--- config.mk ---
export PLATFORM = sky130hd
export DESIGN_NAME = websocket_frame_deframer
export DESIGN_NICKNAME = d
export VERILOG_FILES = /design/src/rtl/core/ws_dfr_pkg.sv /design/src/rtl/core/ws_dfr_front.sv /design/src/rtl/core/ws_dfr_queue.sv /design/src/rtl/core/ws_dfr_back.sv /design/src/rtl/core/websocket_frame_deframer.sv
export VERILOG_INCLUDE_DIRS = /design/src /design/src/rtl/core
export SDC_FILE = /design/constraint.sdc
export NUM_CORES = 1
export LEC_CHECK = 0
export BUFFER_PORTS_ARGS = -buffer_cell sky130_fd_sc_hd__clkbuf_2
export CAP_MARGIN = 15
export CORE_MARGIN = 1.5
export CORE_UTILIZATION = 62
export CTS_CLUSTER_SIZE = 24
export DETAILED_ROUTE_END_ITERATION = 10
export PLACE_DENSITY = 0.8
export SLEW_MARGIN = 20
export SYNTH_ARGS = -nofsm -noshare
export SYNTH_HDL_FRONTEND = slang
export SYNTH_SLANG_ARGS = --single-unit
--- constraint.sdc ---
create_clock -name clock -period 5.5 [get_ports clock]
set_clock_uncertainty 0.1 [all_clocks]
set_input_delay 0 -clock clock [delete_from_list [all_inputs] [get_ports clock]]
set_output_delay 0 -clock clock [all_outputs]
set_load 0.005 [all_outputs]
--- src/rtl/core/assert_macros.svh ---
// ----------------------------------------------------------------------------
// Assertion macros
// Shared concurrent assertion forms for the frame deframer, clocked on clock
// and disabled while reset is high.
// ----------------------------------------------------------------------------
`ifndef ASSERT_MACROS_SVH
`define ASSERT_MACROS_SVH

// A condition that must hold at every clock edge.
`define ASSERT_ALWAYS(label, prop, msg) \
   label: assert property (@(posedge clock) disable iff (reset) (prop)) else $error(msg);

// A condition that must hold in the same cycle as its trigger.
`define ASSERT_IMPLIES(label, ante, cons, msg) \
   label: assert property (@(posedge clock) disable iff (reset) (ante) |-> (cons)) else $error(msg);

// A condition that must hold in the cycle after its trigger.
`define ASSERT_NEXT(label, ante, cons, msg) \
   label: assert property (@(posedge clock) disable iff (reset) (ante) |=> (cons)) else $error(msg);

`endif

--- src/rtl/core/ws_dfr_pkg.sv ---
// ----------------------------------------------------------------------------
// Frame deframer package
// Types and constants shared by the parser front end, the command queue and
// the result back end.
// ----------------------------------------------------------------------------
package ws_dfr_pkg;

   // Parser phases.
   typedef enum logic [2:0] {
      PH_HDR0 = 3'd0,
      PH_HDR1 = 3'd1,
      PH_EXT  = 3'd2,
      PH_MASK = 3'd3,
      PH_PAY  = 3'd4
   } phase_type;

   // Result kinds.
   typedef enum logic [1:0] {
      KIND_HEADER  = 2'd0,
      KIND_PAYLOAD = 2'd1,
      KIND_ERROR   = 2'd2
   } kind_type;

   localparam logic [6:0]  LEN_CODE_EXT16    = 7'd126;
   localparam logic [6:0]  LEN_CODE_EXT64    = 7'd127;
   localparam logic [1:0]  MASK_LAST_BYTE    = 2'd3;
   localparam logic [15:0] MAX_PAYLOAD_RESET = 16'd1024;

   // One input beat.
   typedef struct packed {
      logic [7:0] in_byte;
      logic       restart;
   } req_type;

   // One result beat.
   typedef struct packed {
      kind_type    kind;
      logic [7:0]  data_byte;
      logic        fin_flag;
      logic [3:0]  frame_opcode;
      logic        masked_flag;
      logic [15:0] payload_length;
      logic        truncated;
      logic        last;
   } rsp_type;

   // Command from the parser to the result stage.
   typedef struct packed {
      kind_type    kind;
      logic [7:0]  raw_byte;
      logic [7:0]  mask_byte;
      logic [15:0] index;
      logic        fin;
      logic [3:0]  opcode;
      logic        masked;
      logic [15:0] length;
   } cmd_type;

endpackage

--- src/rtl/core/ws_dfr_front.sv ---
// ----------------------------------------------------------------------------
// Frame deframer parser
// Walks the frame header one byte per beat and issues header, payload and
// error commands toward the result stage.
// ----------------------------------------------------------------------------
`include "assert_macros.svh"

module ws_dfr_front import ws_dfr_pkg::*; (
   input  logic        clock,
   input  logic        reset,
   input  logic        accept,
   input  req_type     req,
   input  logic [15:0] max_payload,
   output logic        cmd_push,
   output cmd_type     cmd
);

   phase_type   phase_ff, phase_in, phase_nx, st;
   logic        fin_ff, fin_in;
   logic [3:0]  opcode_ff, opcode_in;
   logic        masked_ff, masked_in;
   logic [15:0] len_ff, len_in;
   logic [31:0] key_ff, key_in;
   logic [1:0]  hbc_ff, hbc_in;
   logic [15:0] pidx_ff, pidx_in;

   logic [7:0]  b;
   logic [6:0]  code;
   logic [15:0] ext_len;
   logic [16:0] pay_next;
   logic        pay_done;
   logic        hdr_emit;
   logic [7:0]  key_byte;

   assign b        = req.in_byte;
   assign code     = req.in_byte[6:0];
   assign st       = req.restart ? PH_HDR0 : phase_ff;
   assign ext_len  = {len_ff[7:0], b};
   assign pay_next = {1'b0, pidx_ff} + 17'd1;
   assign pay_done = pay_next >= {1'b0, len_ff};

   always_comb begin
      case (pidx_ff[1:0])
         2'd0:    key_byte = key_ff[31:24];
         2'd1:    key_byte = key_ff[23:16];
         2'd2:    key_byte = key_ff[15:8];
         default: key_byte = key_ff[7:0];
      endcase
   end

   // Next phase.
   always_comb begin
      phase_nx = phase_ff;
      case (st)
         PH_HDR1: begin
            if (code == LEN_CODE_EXT64) begin
               phase_nx = PH_HDR0;
            end else if (code == LEN_CODE_EXT16) begin
               phase_nx = PH_EXT;
            end else if (b[7]) begin
               phase_nx = PH_MASK;
            end else if (code == 7'd0) begin
               phase_nx = PH_HDR0;
            end else begin
               phase_nx = PH_PAY;
            end
         end
         PH_EXT: begin
            if (hbc_ff == 2'd0) begin
               phase_nx = PH_EXT;
            end else if (masked_ff) begin
               phase_nx = PH_MASK;
            end else if (ext_len == 16'd0) begin
               phase_nx = PH_HDR0;
            end else begin
               phase_nx = PH_PAY;
            end
         end
         PH_MASK: begin
            if (hbc_ff != MASK_LAST_BYTE) begin
               phase_nx = PH_MASK;
            end else if (len_ff == 16'd0) begin
               phase_nx = PH_HDR0;
            end else begin
               phase_nx = PH_PAY;
            end
         end
         PH_PAY: begin
            phase_nx = pay_done ? PH_HDR0 : PH_PAY;
         end
         default: begin
            phase_nx = PH_HDR1;
         end
      endcase
   end

   assign phase_in = accept ? phase_nx : phase_ff;

   // Frame fields and command.
   always_comb begin
      fin_in    = fin_ff;
      opcode_in = opcode_ff;
      masked_in = masked_ff;
      len_in    = len_ff;
      key_in    = key_ff;
      hbc_in    = hbc_ff;
      pidx_in   = pidx_ff;
      hdr_emit  = 1'b0;
      cmd_push  = 1'b0;
      cmd       = '0;
      cmd.kind  = KIND_HEADER;
      if (accept) begin
         case (st)
            PH_HDR1: begin
               masked_in = b[7];
               key_in    = '0;
               hbc_in    = 2'd0;
               if (code == LEN_CODE_EXT64) begin
                  len_in   = '0;
                  cmd_push = 1'b1;
                  cmd.kind = KIND_ERROR;
               end else if (code == LEN_CODE_EXT16) begin
                  len_in = '0;
               end else begin
                  len_in   = {9'd0, code};
                  hdr_emit = !b[7];
               end
            end
            PH_EXT: begin
               len_in = ext_len;
               if (hbc_ff == 2'd0) begin
                  hbc_in = 2'd1;
               end else begin
                  hbc_in   = 2'd0;
                  hdr_emit = !masked_ff;
               end
            end
            PH_MASK: begin
               key_in = {key_ff[23:0], b};
               if (hbc_ff != MASK_LAST_BYTE) begin
                  hbc_in = hbc_ff + 2'd1;
               end else begin
                  hbc_in   = 2'd0;
                  hdr_emit = 1'b1;
               end
            end
            PH_PAY: begin
               if (pidx_ff < max_payload) begin
                  cmd_push      = 1'b1;
                  cmd.kind      = KIND_PAYLOAD;
                  cmd.raw_byte  = b;
                  cmd.mask_byte = masked_ff ? key_byte : 8'd0;
               end
               pidx_in = pay_done ? 16'd0 : pay_next[15:0];
            end
            default: begin
               fin_in    = b[7];
               opcode_in = b[3:0];
               masked_in = 1'b0;
               len_in    = '0;
               key_in    = '0;
               hbc_in    = 2'd0;
               pidx_in   = '0;
            end
         endcase
         if (hdr_emit) begin
            cmd_push = 1'b1;
            cmd.kind = KIND_HEADER;
            pidx_in  = '0;
         end
      end
      cmd.index  = pidx_ff;
      cmd.fin    = fin_in;
      cmd.opcode = opcode_in;
      cmd.masked = masked_in;
      cmd.length = len_in;
   end

   always_ff @(posedge clock) begin
      if (reset) begin
         phase_ff <= PH_HDR0;
         hbc_ff   <= 2'd0;
         pidx_ff  <= '0;
      end else begin
         phase_ff <= phase_in;
         hbc_ff   <= hbc_in;
         pidx_ff  <= pidx_in;
      end
   end

   always_ff @(posedge clock) begin
      fin_ff    <= fin_in;
      opcode_ff <= opcode_in;
      masked_ff <= masked_in;
      len_ff    <= len_in;
      key_ff    <= key_in;
   end

   `ASSERT_IMPLIES(a_fr_pay_len, phase_ff == PH_PAY, len_ff != 16'd0, "payload phase with zero length")
   `ASSERT_IMPLIES(a_fr_ext_cnt, phase_ff == PH_EXT, hbc_ff <= 2'd1, "extended length count overrun")

endmodule

--- src/rtl/core/ws_dfr_queue.sv ---
// ----------------------------------------------------------------------------
// Frame deframer command queue
// Small first-in first-out buffer that decouples the parser from the result
// stage.
// ----------------------------------------------------------------------------
`include "assert_macros.svh"

module ws_dfr_queue import ws_dfr_pkg::*; #(
   parameter int unsigned DEPTH = 4
) (
   input  logic    clock,
   input  logic    reset,
   input  logic    push,
   input  cmd_type push_data,
   output logic    full,
   input  logic    pop,
   output cmd_type pop_data,
   output logic    empty
);

   localparam int unsigned PTR_W = (DEPTH > 1) ? $clog2(DEPTH) : 1;
   localparam int unsigned CNT_W = $clog2(DEPTH + 1);

   cmd_type            entry_ff [DEPTH];
   logic [PTR_W-1:0]   wr_ptr_ff, wr_ptr_in;
   logic [PTR_W-1:0]   rd_ptr_ff, rd_ptr_in;
   logic [CNT_W-1:0]   count_ff, count_in;

   assign full     = count_ff == CNT_W'(DEPTH);
   assign empty    = count_ff == '0;
   assign pop_data = entry_ff[rd_ptr_ff];

   always_comb begin
      wr_ptr_in = wr_ptr_ff;
      rd_ptr_in = rd_ptr_ff;
      count_in  = count_ff;
      if (push) begin
         wr_ptr_in = (wr_ptr_ff == PTR_W'(DEPTH - 1)) ? '0 : wr_ptr_ff + PTR_W'(1);
      end
      if (pop) begin
         rd_ptr_in = (rd_ptr_ff == PTR_W'(DEPTH - 1)) ? '0 : rd_ptr_ff + PTR_W'(1);
      end
      if (push && !pop) begin
         count_in = count_ff + CNT_W'(1);
      end else if (pop && !push) begin
         count_in = count_ff - CNT_W'(1);
      end
   end

   always_ff @(posedge clock) begin
      if (reset) begin
         wr_ptr_ff <= '0;
         rd_ptr_ff <= '0;
         count_ff  <= '0;
      end else begin
         wr_ptr_ff <= wr_ptr_in;
         rd_ptr_ff <= rd_ptr_in;
         count_ff  <= count_in;
      end
   end

   always_ff @(posedge clock) begin
      if (push) begin
         entry_ff[wr_ptr_ff] <= push_data;
      end
   end

   `ASSERT_ALWAYS(a_q_count_bound, count_ff <= CNT_W'(DEPTH), "queue count beyond depth")
   `ASSERT_IMPLIES(a_q_no_overflow, full, !push, "write into a full queue")

endmodule

--- src/rtl/core/ws_dfr_back.sv ---
// ----------------------------------------------------------------------------
// Frame deframer result stage
// Turns queued commands into result beats: unmasks payload, works out the
// truncation and last marks, and holds the beat in an output register.
// ----------------------------------------------------------------------------
`include "assert_macros.svh"

module ws_dfr_back import ws_dfr_pkg::*; (
   input  logic        clock,
   input  logic        reset,
   input  logic [15:0] max_payload,
   input  logic        q_empty,
   input  cmd_type     q_data,
   output logic        q_pop,
   output logic        rsp_empty,
   input  logic        rsp_pop,
   output rsp_type     rsp_data
);

   logic        out_valid_ff, out_valid_in;
   rsp_type     out_ff, out_in;
   logic [15:0] kept;
   logic [16:0] idx_next;

   assign kept     = (q_data.length < max_payload) ? q_data.length : max_payload;
   assign idx_next = {1'b0, q_data.index} + 17'd1;

   assign q_pop        = !q_empty && (!out_valid_ff || rsp_pop);
   assign out_valid_in = q_pop || (out_valid_ff && !rsp_pop);

   always_comb begin
      out_in                = out_ff;
      if (q_pop) begin
         out_in.kind           = q_data.kind;
         out_in.data_byte      = 8'd0;
         out_in.fin_flag       = q_data.fin;
         out_in.frame_opcode   = q_data.opcode;
         out_in.masked_flag    = q_data.masked;
         out_in.payload_length = q_data.length;
         out_in.truncated      = q_data.length > max_payload;
         case (q_data.kind)
            KIND_HEADER: begin
               out_in.last = kept == 16'd0;
            end
            KIND_PAYLOAD: begin
               out_in.data_byte = q_data.raw_byte ^ q_data.mask_byte;
               out_in.last      = idx_next == {1'b0, kept};
            end
            default: begin
               out_in.payload_length = 16'd0;
               out_in.truncated      = 1'b0;
               out_in.last           = 1'b1;
            end
         endcase
      end
   end

   always_ff @(posedge clock) begin
      if (reset) begin
         out_valid_ff <= 1'b0;
      end else begin
         out_valid_ff <= out_valid_in;
      end
   end

   always_ff @(posedge clock) begin
      out_ff <= out_in;
   end

   assign rsp_empty = !out_valid_ff;
   assign rsp_data  = out_ff;

   `ASSERT_IMPLIES(a_bk_err_last, out_valid_ff && out_ff.kind == KIND_ERROR, out_ff.last, "error beat without last")

endmodule

--- src/rtl/core/websocket_frame_deframer.sv ---
// ----------------------------------------------------------------------------
// WebSocket frame deframer
// Parses frames from a byte stream and emits header, payload and error beats.
// ----------------------------------------------------------------------------
// The deframer takes one stream byte per clock and keeps that rate for as
// long as the result side drains. Each byte goes through the parser in the
// cycle it is taken; a byte that produces a result writes one command into a
// small queue of QUEUE_DEPTH entries, and the result stage moves the oldest
// command, when its output register is free or popped, into that register as
// a beat, so a result passes a queue entry and the output register before it
// can be popped. Header bytes, extended length bytes and mask key bytes give
// no payload beat. The header beat follows the last header byte and carries
// the frame's FIN bit, opcode, mask bit, length and the truncation flag; each
// payload byte below max_payload then gives a payload beat with the byte
// unmasked, and the final beat of a frame has last set. A 64-bit length code
// gives a single error beat and the parser returns to looking for a new frame.
// Setting restart on a byte makes it the first header byte of a new frame.
// req_full rises only when the queue is full, which happens when the result
// side holds off pop while commands arrive. max_payload is to be written by
// the user through csr_write_en and csr_write_data only while the block is
// idle, which the block leaves unchecked; it resets to 1024.
// ----------------------------------------------------------------------------

module websocket_frame_deframer import ws_dfr_pkg::*; #(
   parameter int unsigned QUEUE_DEPTH = 4
) (
   input  logic        clock,
   input  logic        reset,
   // Input stream.
   input  logic        req_push,
   input  req_type     req_data,
   output logic        req_full,
   // Result stream.
   output logic        rsp_empty,
   input  logic        rsp_pop,
   output rsp_type     rsp_data,
   // Configuration.
   input  logic        csr_write_en,
   input  logic [15:0] csr_write_data
);

   logic [15:0] max_payload_ff, max_payload_in;
   logic        accept;
   logic        cmd_push;
   cmd_type     cmd;
   logic        q_empty;
   logic        q_pop;
   cmd_type     q_data;

   // The receive buffer limit is the only register.
   assign max_payload_in = csr_write_en ? csr_write_data : max_payload_ff;

   always_ff @(posedge clock) begin
      if (reset) begin
         max_payload_ff <= MAX_PAYLOAD_RESET;
      end else begin
         max_payload_ff <= max_payload_in;
      end
   end

   // A byte is taken whenever the queue has room, even if it gives no beat.
   assign accept = req_push && !req_full;

   ws_dfr_front u_front (
      .clock       (clock),
      .reset       (reset),
      .accept      (accept),
      .req         (req_data),
      .max_payload (max_payload_ff),
      .cmd_push    (cmd_push),
      .cmd         (cmd)
   );

   ws_dfr_queue #(
      .DEPTH (QUEUE_DEPTH)
   ) u_queue (
      .clock     (clock),
      .reset     (reset),
      .push      (cmd_push),
      .push_data (cmd),
      .full      (req_full),
      .pop       (q_pop),
      .pop_data  (q_data),
      .empty     (q_empty)
   );

   ws_dfr_back u_back (
      .clock       (clock),
      .reset       (reset),
      .max_payload (max_payload_ff),
      .q_empty     (q_empty),
      .q_data      (q_data),
      .q_pop       (q_pop),
      .rsp_empty   (rsp_empty),
      .rsp_pop     (rsp_pop),
      .rsp_data    (rsp_data)
   );

endmodule
# Yosys cells after proc, flatten, opt, wreduce, memory -nomap -nowiden
# Memory sizes are Yosys's and may differ from the RTL's. A register that Yosys moved wholly into a read port is not among the register bits.
# Index checks and enable logic that the tools add are counted.
# totals
inputBits	30
out_inout_bits	36
latch_bits	0
mem_bits_ro	0
word_cells	142
memories	1
reg_bits	133
ram_bits	224
# mem_list
name	depth	word_bits	rd	rd_clocked_by_memory_dff	write_ports	line_no	text
u_queue.entry_ff	4	56	1	1	1	ws_dfr_queue.sv:24	cmd_type entry_ff [DEPTH];
# op_classes
n_mul	0
magnitude_cmp	4
muxes	58
eq_ne	15
n_bitwise	3
shifts	0
n_reduce_logical	33
div	0
addsub	7
# ops
operator	count
$mux W16	5
$pmux W32 S2	1
$logic_not A16 Y1	3
$pmux W16 S3	1
$mux W3	13
$add A16 B1 Y17 const B	2
$lt A16 B16 Y1	2
$pmux W16 S2	1
$pmux W8 S3	1
$mux W18	1
$eq A17 B16 Y1	1
$ge A17 B16 Y1	1
$mux W17	1
$gt A16 B16 Y1	1
$mux W1	15
$eq A7 B7 Y1 const B	2
$mux W2	7
$mux W7	2
$pmux W3 S4	1
$logic_not A1 Y1	8
$mux W4	2
$mux W8	1
$xor A8 B8 Y8	1
$logic_not A7 Y1	1
24 further kinds	46

# Logic depth before layout (Yosys ltp)
# depth
word_depth	11
depth_mapped	17
ltp_nobuf	15

# Modules after synthesis
# From an unflattened synthesis, not the netlist that was laid out.
# hier_totals
cells_unflattened	1137
hier_area_um2	16295.6
# by_module_without_submodules
module	n_inst	cells_per_inst	seq_area_each_um2	area_per_inst_um2
ws_dfr_queue	1	336	6906.6	8555.7
ws_dfr_front	1	482	1821.7	4519.3
ws_dfr_back	1	266	1041.0	2632.5
websocket_frame_deframer	1	53	320.3	588.1

# Worst setup path after synthesis
# No wires, ideal clock.
# synth_timing
path_type	register to register
start	register u_front.pidx_ff[1]
end	memory u_queue.entry_ff[0][0] in the netlist's numbering, enable pin
t_required_ns	4.980
synth_period_minus_slack_ns	4.188
path_buffers	0
stages_incl_launch_ff	10
slack_ns	1.312
arrival_time_ns	3.668
setup_time_ns	0.420
path_cell_list	dfxtp_1 ha_1 a21o_1 a21o_1 a21o_1 a21o_1 a2111oi_2 nor3_1 nor4_4 and2_1
# synth_between
elab_chain_len	7
# synth_lines
item	line_no	text
from (decl)	ws_dfr_front.sv:25	logic [15:0] pidx_ff, pidx_in;
from (signal assigned)	ws_dfr_front.sv:187	pidx_ff <= pidx_in;
$lt A16 B16 Y1	ws_dfr_front.sv:148	if (pidx_ff < max_payload) begin
$mux W1	ws_dfr_front.sv:148	
$pmux W1 S2	ws_dfr_front.sv:113	case (st)
$mux W1	ws_dfr_front.sv:166	if (hdr_emit) begin
$mux W1	ws_dfr_front.sv:112	if (accept) begin
via cmd_push	websocket_frame_deframer.sv:44	logic cmd_push;
$mux W1	ws_dfr_queue.sv:63	if (push) begin
$mux W1 (implied by the code)	ws_dfr_queue.sv:64	entry_ff[wr_ptr_ff] <= push_data;
to (decl)	ws_dfr_queue.sv:24	
# The timed path passes the listed nets, and every way through them passes these cells.

==> flow_metrics.env <==
export IMPL_synthFlopType="edfxtp_1"
export IMPL_placed_area_um2=16700
export IMPL_setup_worst_path_class="reg -> reg"
export IMPL_die_y_um=163
export IMPL_max_cap_viol_count=0
export IMPL_layout_nets=1306
export IMPL_post_place_ws_ns=0.803
export IMPL_synth_distinct_cells=67
export IMPL_utilization_pct=72.5
export IMPL_post_cts_buffers=0
export IMPL_dr_total_vias=9739
export IMPL_gp_congestion=0.894
export IMPL_n_fill_cell=1559
export IMPL_cts_resized=0
export IMPL_crit_path_top_delay_cell="a2111oi_0"
export IMPL_io_buffers=65
export IMPL_ioPinCount=66
export IMPL_cts_tree="done"
export IMPL_cts_max_level=2
export IMPL_worst_slew_pin_slew_ns=1.08
export IMPL_max_freq_mhz=216
export IMPL_ant_nets=0
export IMPL_die_x_um=163
export IMPL_synth_common_cells="290 x edfxtp_1, 73 x nor2_1, 69 x dfxtp_1"
export IMPL_fin_crit_sh_pct=84.3
export IMPL_arrival_ns=4.88
export IMPL_drtIter0Drc=1083
export IMPL_synth_cell_area_um2=15900
export IMPL_status="finished clean"
export IMPL_leakagePower_nw=6.82
export IMPL_ys_seq_elements=359
export IMPL_drt_pass1_iter_count=9
export IMPL_fin_ws_ns=0.863
export IMPL_rsz0062_at_grt="no"
export IMPL_wl_per_cell_um=22.8
export IMPL_cpPeakStageDelay_ns=0.71
export IMPL_hold_path_class="in -> reg"
export IMPL_synth_area_per_cell_um2=14.4
export IMPL_antenna_found_initial=0
export IMPL_p_per_area_nw_per_um2=422
export IMPL_first_global_vias=9715
export IMPL_cp_max_fo=22
export IMPL_clockBufferDepth=3
export IMPL_syn_nets=1199
export IMPL_ir_drop_mv=0.301
export IMPL_place_inst=1478
export IMPL_numCtsBuffers=36
export IMPL_clockPowerShare_pct=33.3
export IMPL_synthArstFlopShare_pct=0
export IMPL_cp_required_ns=5.75
export IMPL_critPathTopFamily="compound AO/OA/AOI/OAI gates"
export IMPL_synth_largest_area_cell="edfxtp_1"
export IMPL_synth_top_cell_area_share_pct=54.7
export IMPL_cp_end_kind="flop"
export IMPL_setup_viol_count_final=0
export IMPL_track_usage_pct=27.5
export IMPL_total_power_mw=7.71
export IMPL_power_frac_seq_pct=43.9
export IMPL_final_area_um2=18300
export IMPL_coreArea_um2=25200
export IMPL_whs_ns=0.0183
export IMPL_clk_latency_ns=0.53
export IMPL_rows=58
export IMPL_route_detailed_drc=0
export IMPL_path_cells="buf_4 > mux4_2 > ha_1 > nand4_1 > a2111oi_0 > nor3_4 > buf_8 > mux2i_1 > xnor2_1 > nor4_1 > o2111ai_1 > o31ai_1"
export IMPL_yosysWarnings=0
export IMPL_viasPerCell=6.21
export IMPL_path_buf_inv=2
export IMPL_maxSlewViolCount=0
export IMPL_period_needed_ns=4.64
export IMPL_grt_max_degree=57
export IMPL_hold_violations=0
export IMPL_clk_pin_slew_worst_paths_ns=0.06
export IMPL_layout_drive_gt1_share_pct=16.1
export IMPL_initial_core_util_pct=63.2
export IMPL_crit_path_start_kind="flop"
export IMPL_root_buffer="clkbuf_16"
export IMPL_area_growth_pct=14.8
export IMPL_yosysMostFrequentCell="edfxtp_1"
export IMPL_setup_tns_ns=0
export IMPL_switching_share_pct=27.9
export IMPL_grt_first_pass_wirelength_um=54500
export IMPL_routed_wl_um=35700
export IMPL_diodes=0
export IMPL_hpwl_um=23500
export IMPL_final_cell_count_no_fill=1569
export IMPL_gr_total_overflow=0
export IMPL_postSynthCellCount=1107
export IMPL_synth_edf_count=290
export IMPL_p_int_mw=5.56
export IMPL_relSlewSlack_pct=27.9
export IMPL_ys_top_cells_by_area="edfxtp_1 55%, dfxtp_1 8.7%, ha_1 4.8%"
export IMPL_p_comb_share_pct=22.8
export IMPL_die_area_um2=26600
export IMPL_p_sw_mw=2.15
export IMPL_cts_sinks=359
export IMPL_ys_seq_area_share_pct=63.4
[cells by family after synthesis]
group | after synthesis | share of synthesized area (%)
DFF | 359 | 63.4
adders and majority gates | 62 | 4.92
and+or+nand+nor | 317 | 10.4
xor gates and xnor gates | 70 | 3.85
muxes | 92 | 9.88
buffers and inverters | 89 | 2.32
AOI/OAI and AO/OA | 118 | 5.21
[layout by cell type, fill, tap and decap left out, drive strengths merged, types with 24 or more instances in the layout]
cell type	n
nor2b	24
inv	50
mux2i	36
xnor2	52
a21oi	34
dlygate4sd3	27
and3	39
nor2	74
ha	61
dfxtp	69
mux4	47
clkbuf	120
nand2	64
nand4	28
edfxtp	290
[tightest hold or removal path, stage by stage]
cell and delay (ns):
clkbuf_2 0.32, mux2i_1 0.20, nor2_1 0.07
[routing by layer]
metal | wire length [um] | track usage [%]
met3 | 2470 | 4.55
met4 | 840 | 8.05
met2 | 17700 | 46.1
met1 | 14700 | 37.1
met5 | 0 | 0
[flip-flops by register name, summed over array words and instances (netlist names), named ones only]
signal and cells:
u_front.phase_ff 3, u_front.masked_ff 1, u_queue.count_ff 3, u_front.opcode_ff 4
u_front.pidx_ff 16, u_back.rsp_data 34, u_front.len_ff 16, u_queue.wr_ptr_ff 2
u_queue.rd_ptr_ff 2, u_front.hbc_ff 2, u_queue.entry_ff 224, u_front.fin_ff 1
u_back.out_valid_ff 1, max_payload_ff 16, u_front.key_ff 32
[repair_timing]
action,4_1_cts,5_1_grt
hold endpoints to repair,117,0
endpoints found under the setup margin,0,0
hold buffers,27,0
[cell type report]
| type | count | area (um^2) | share of cell area, % |
|---|---|---|---|
| inverters | 49 | 184 | 1.01 |
| clock inverters | 8 | 111 | 0.610 |
| clock buffers | 55 | 1160 | 6.36 |
| multi-input cells | 659 | 5490 | 30.0 |
| flip-flops and latches | 359 | 10100 | 55.3 |
| well taps | 330 | 413 | 2.26 |
| repair buffers | 109 | 818 | 4.48 |
[power by group through the flow]
stage	clock network [mW]	registers (mW)	logic (mW)
global route	2.69	3.41	1.90
global placement	0	3.43	1.70
floorplan	0	3.38	1.25
finish	2.57	3.39	1.76
CTS	2.60	3.39	1.75
detailed placement	0	3.44	1.72
[path summary, 6_finish.rpt]
| path | start | to | slack [ns] | cells after the start |
|---|---|---|---|---|
| worst max-delay path | flop | u_back.rsp_data[0]$_DFFE_PP_ | 0.86 | 12 |
| worst min-delay path | csr_write_en | max_payload_ff[6]$_SDFFE_PP0P_ | 0.02 | 3 |
| worst max register to register | flop | u_back.rsp_data[0]$_DFFE_PP_ | 0.86 | 12 |
| worst min register to register | u_front.hbc_ff[1]$_SDFFE_PP0P_ | u_front.hbc_ff[1]$_SDFFE_PP0P_ | 0.39 | 2 |
No activity file was read; power rests on OpenSTA's default activity.
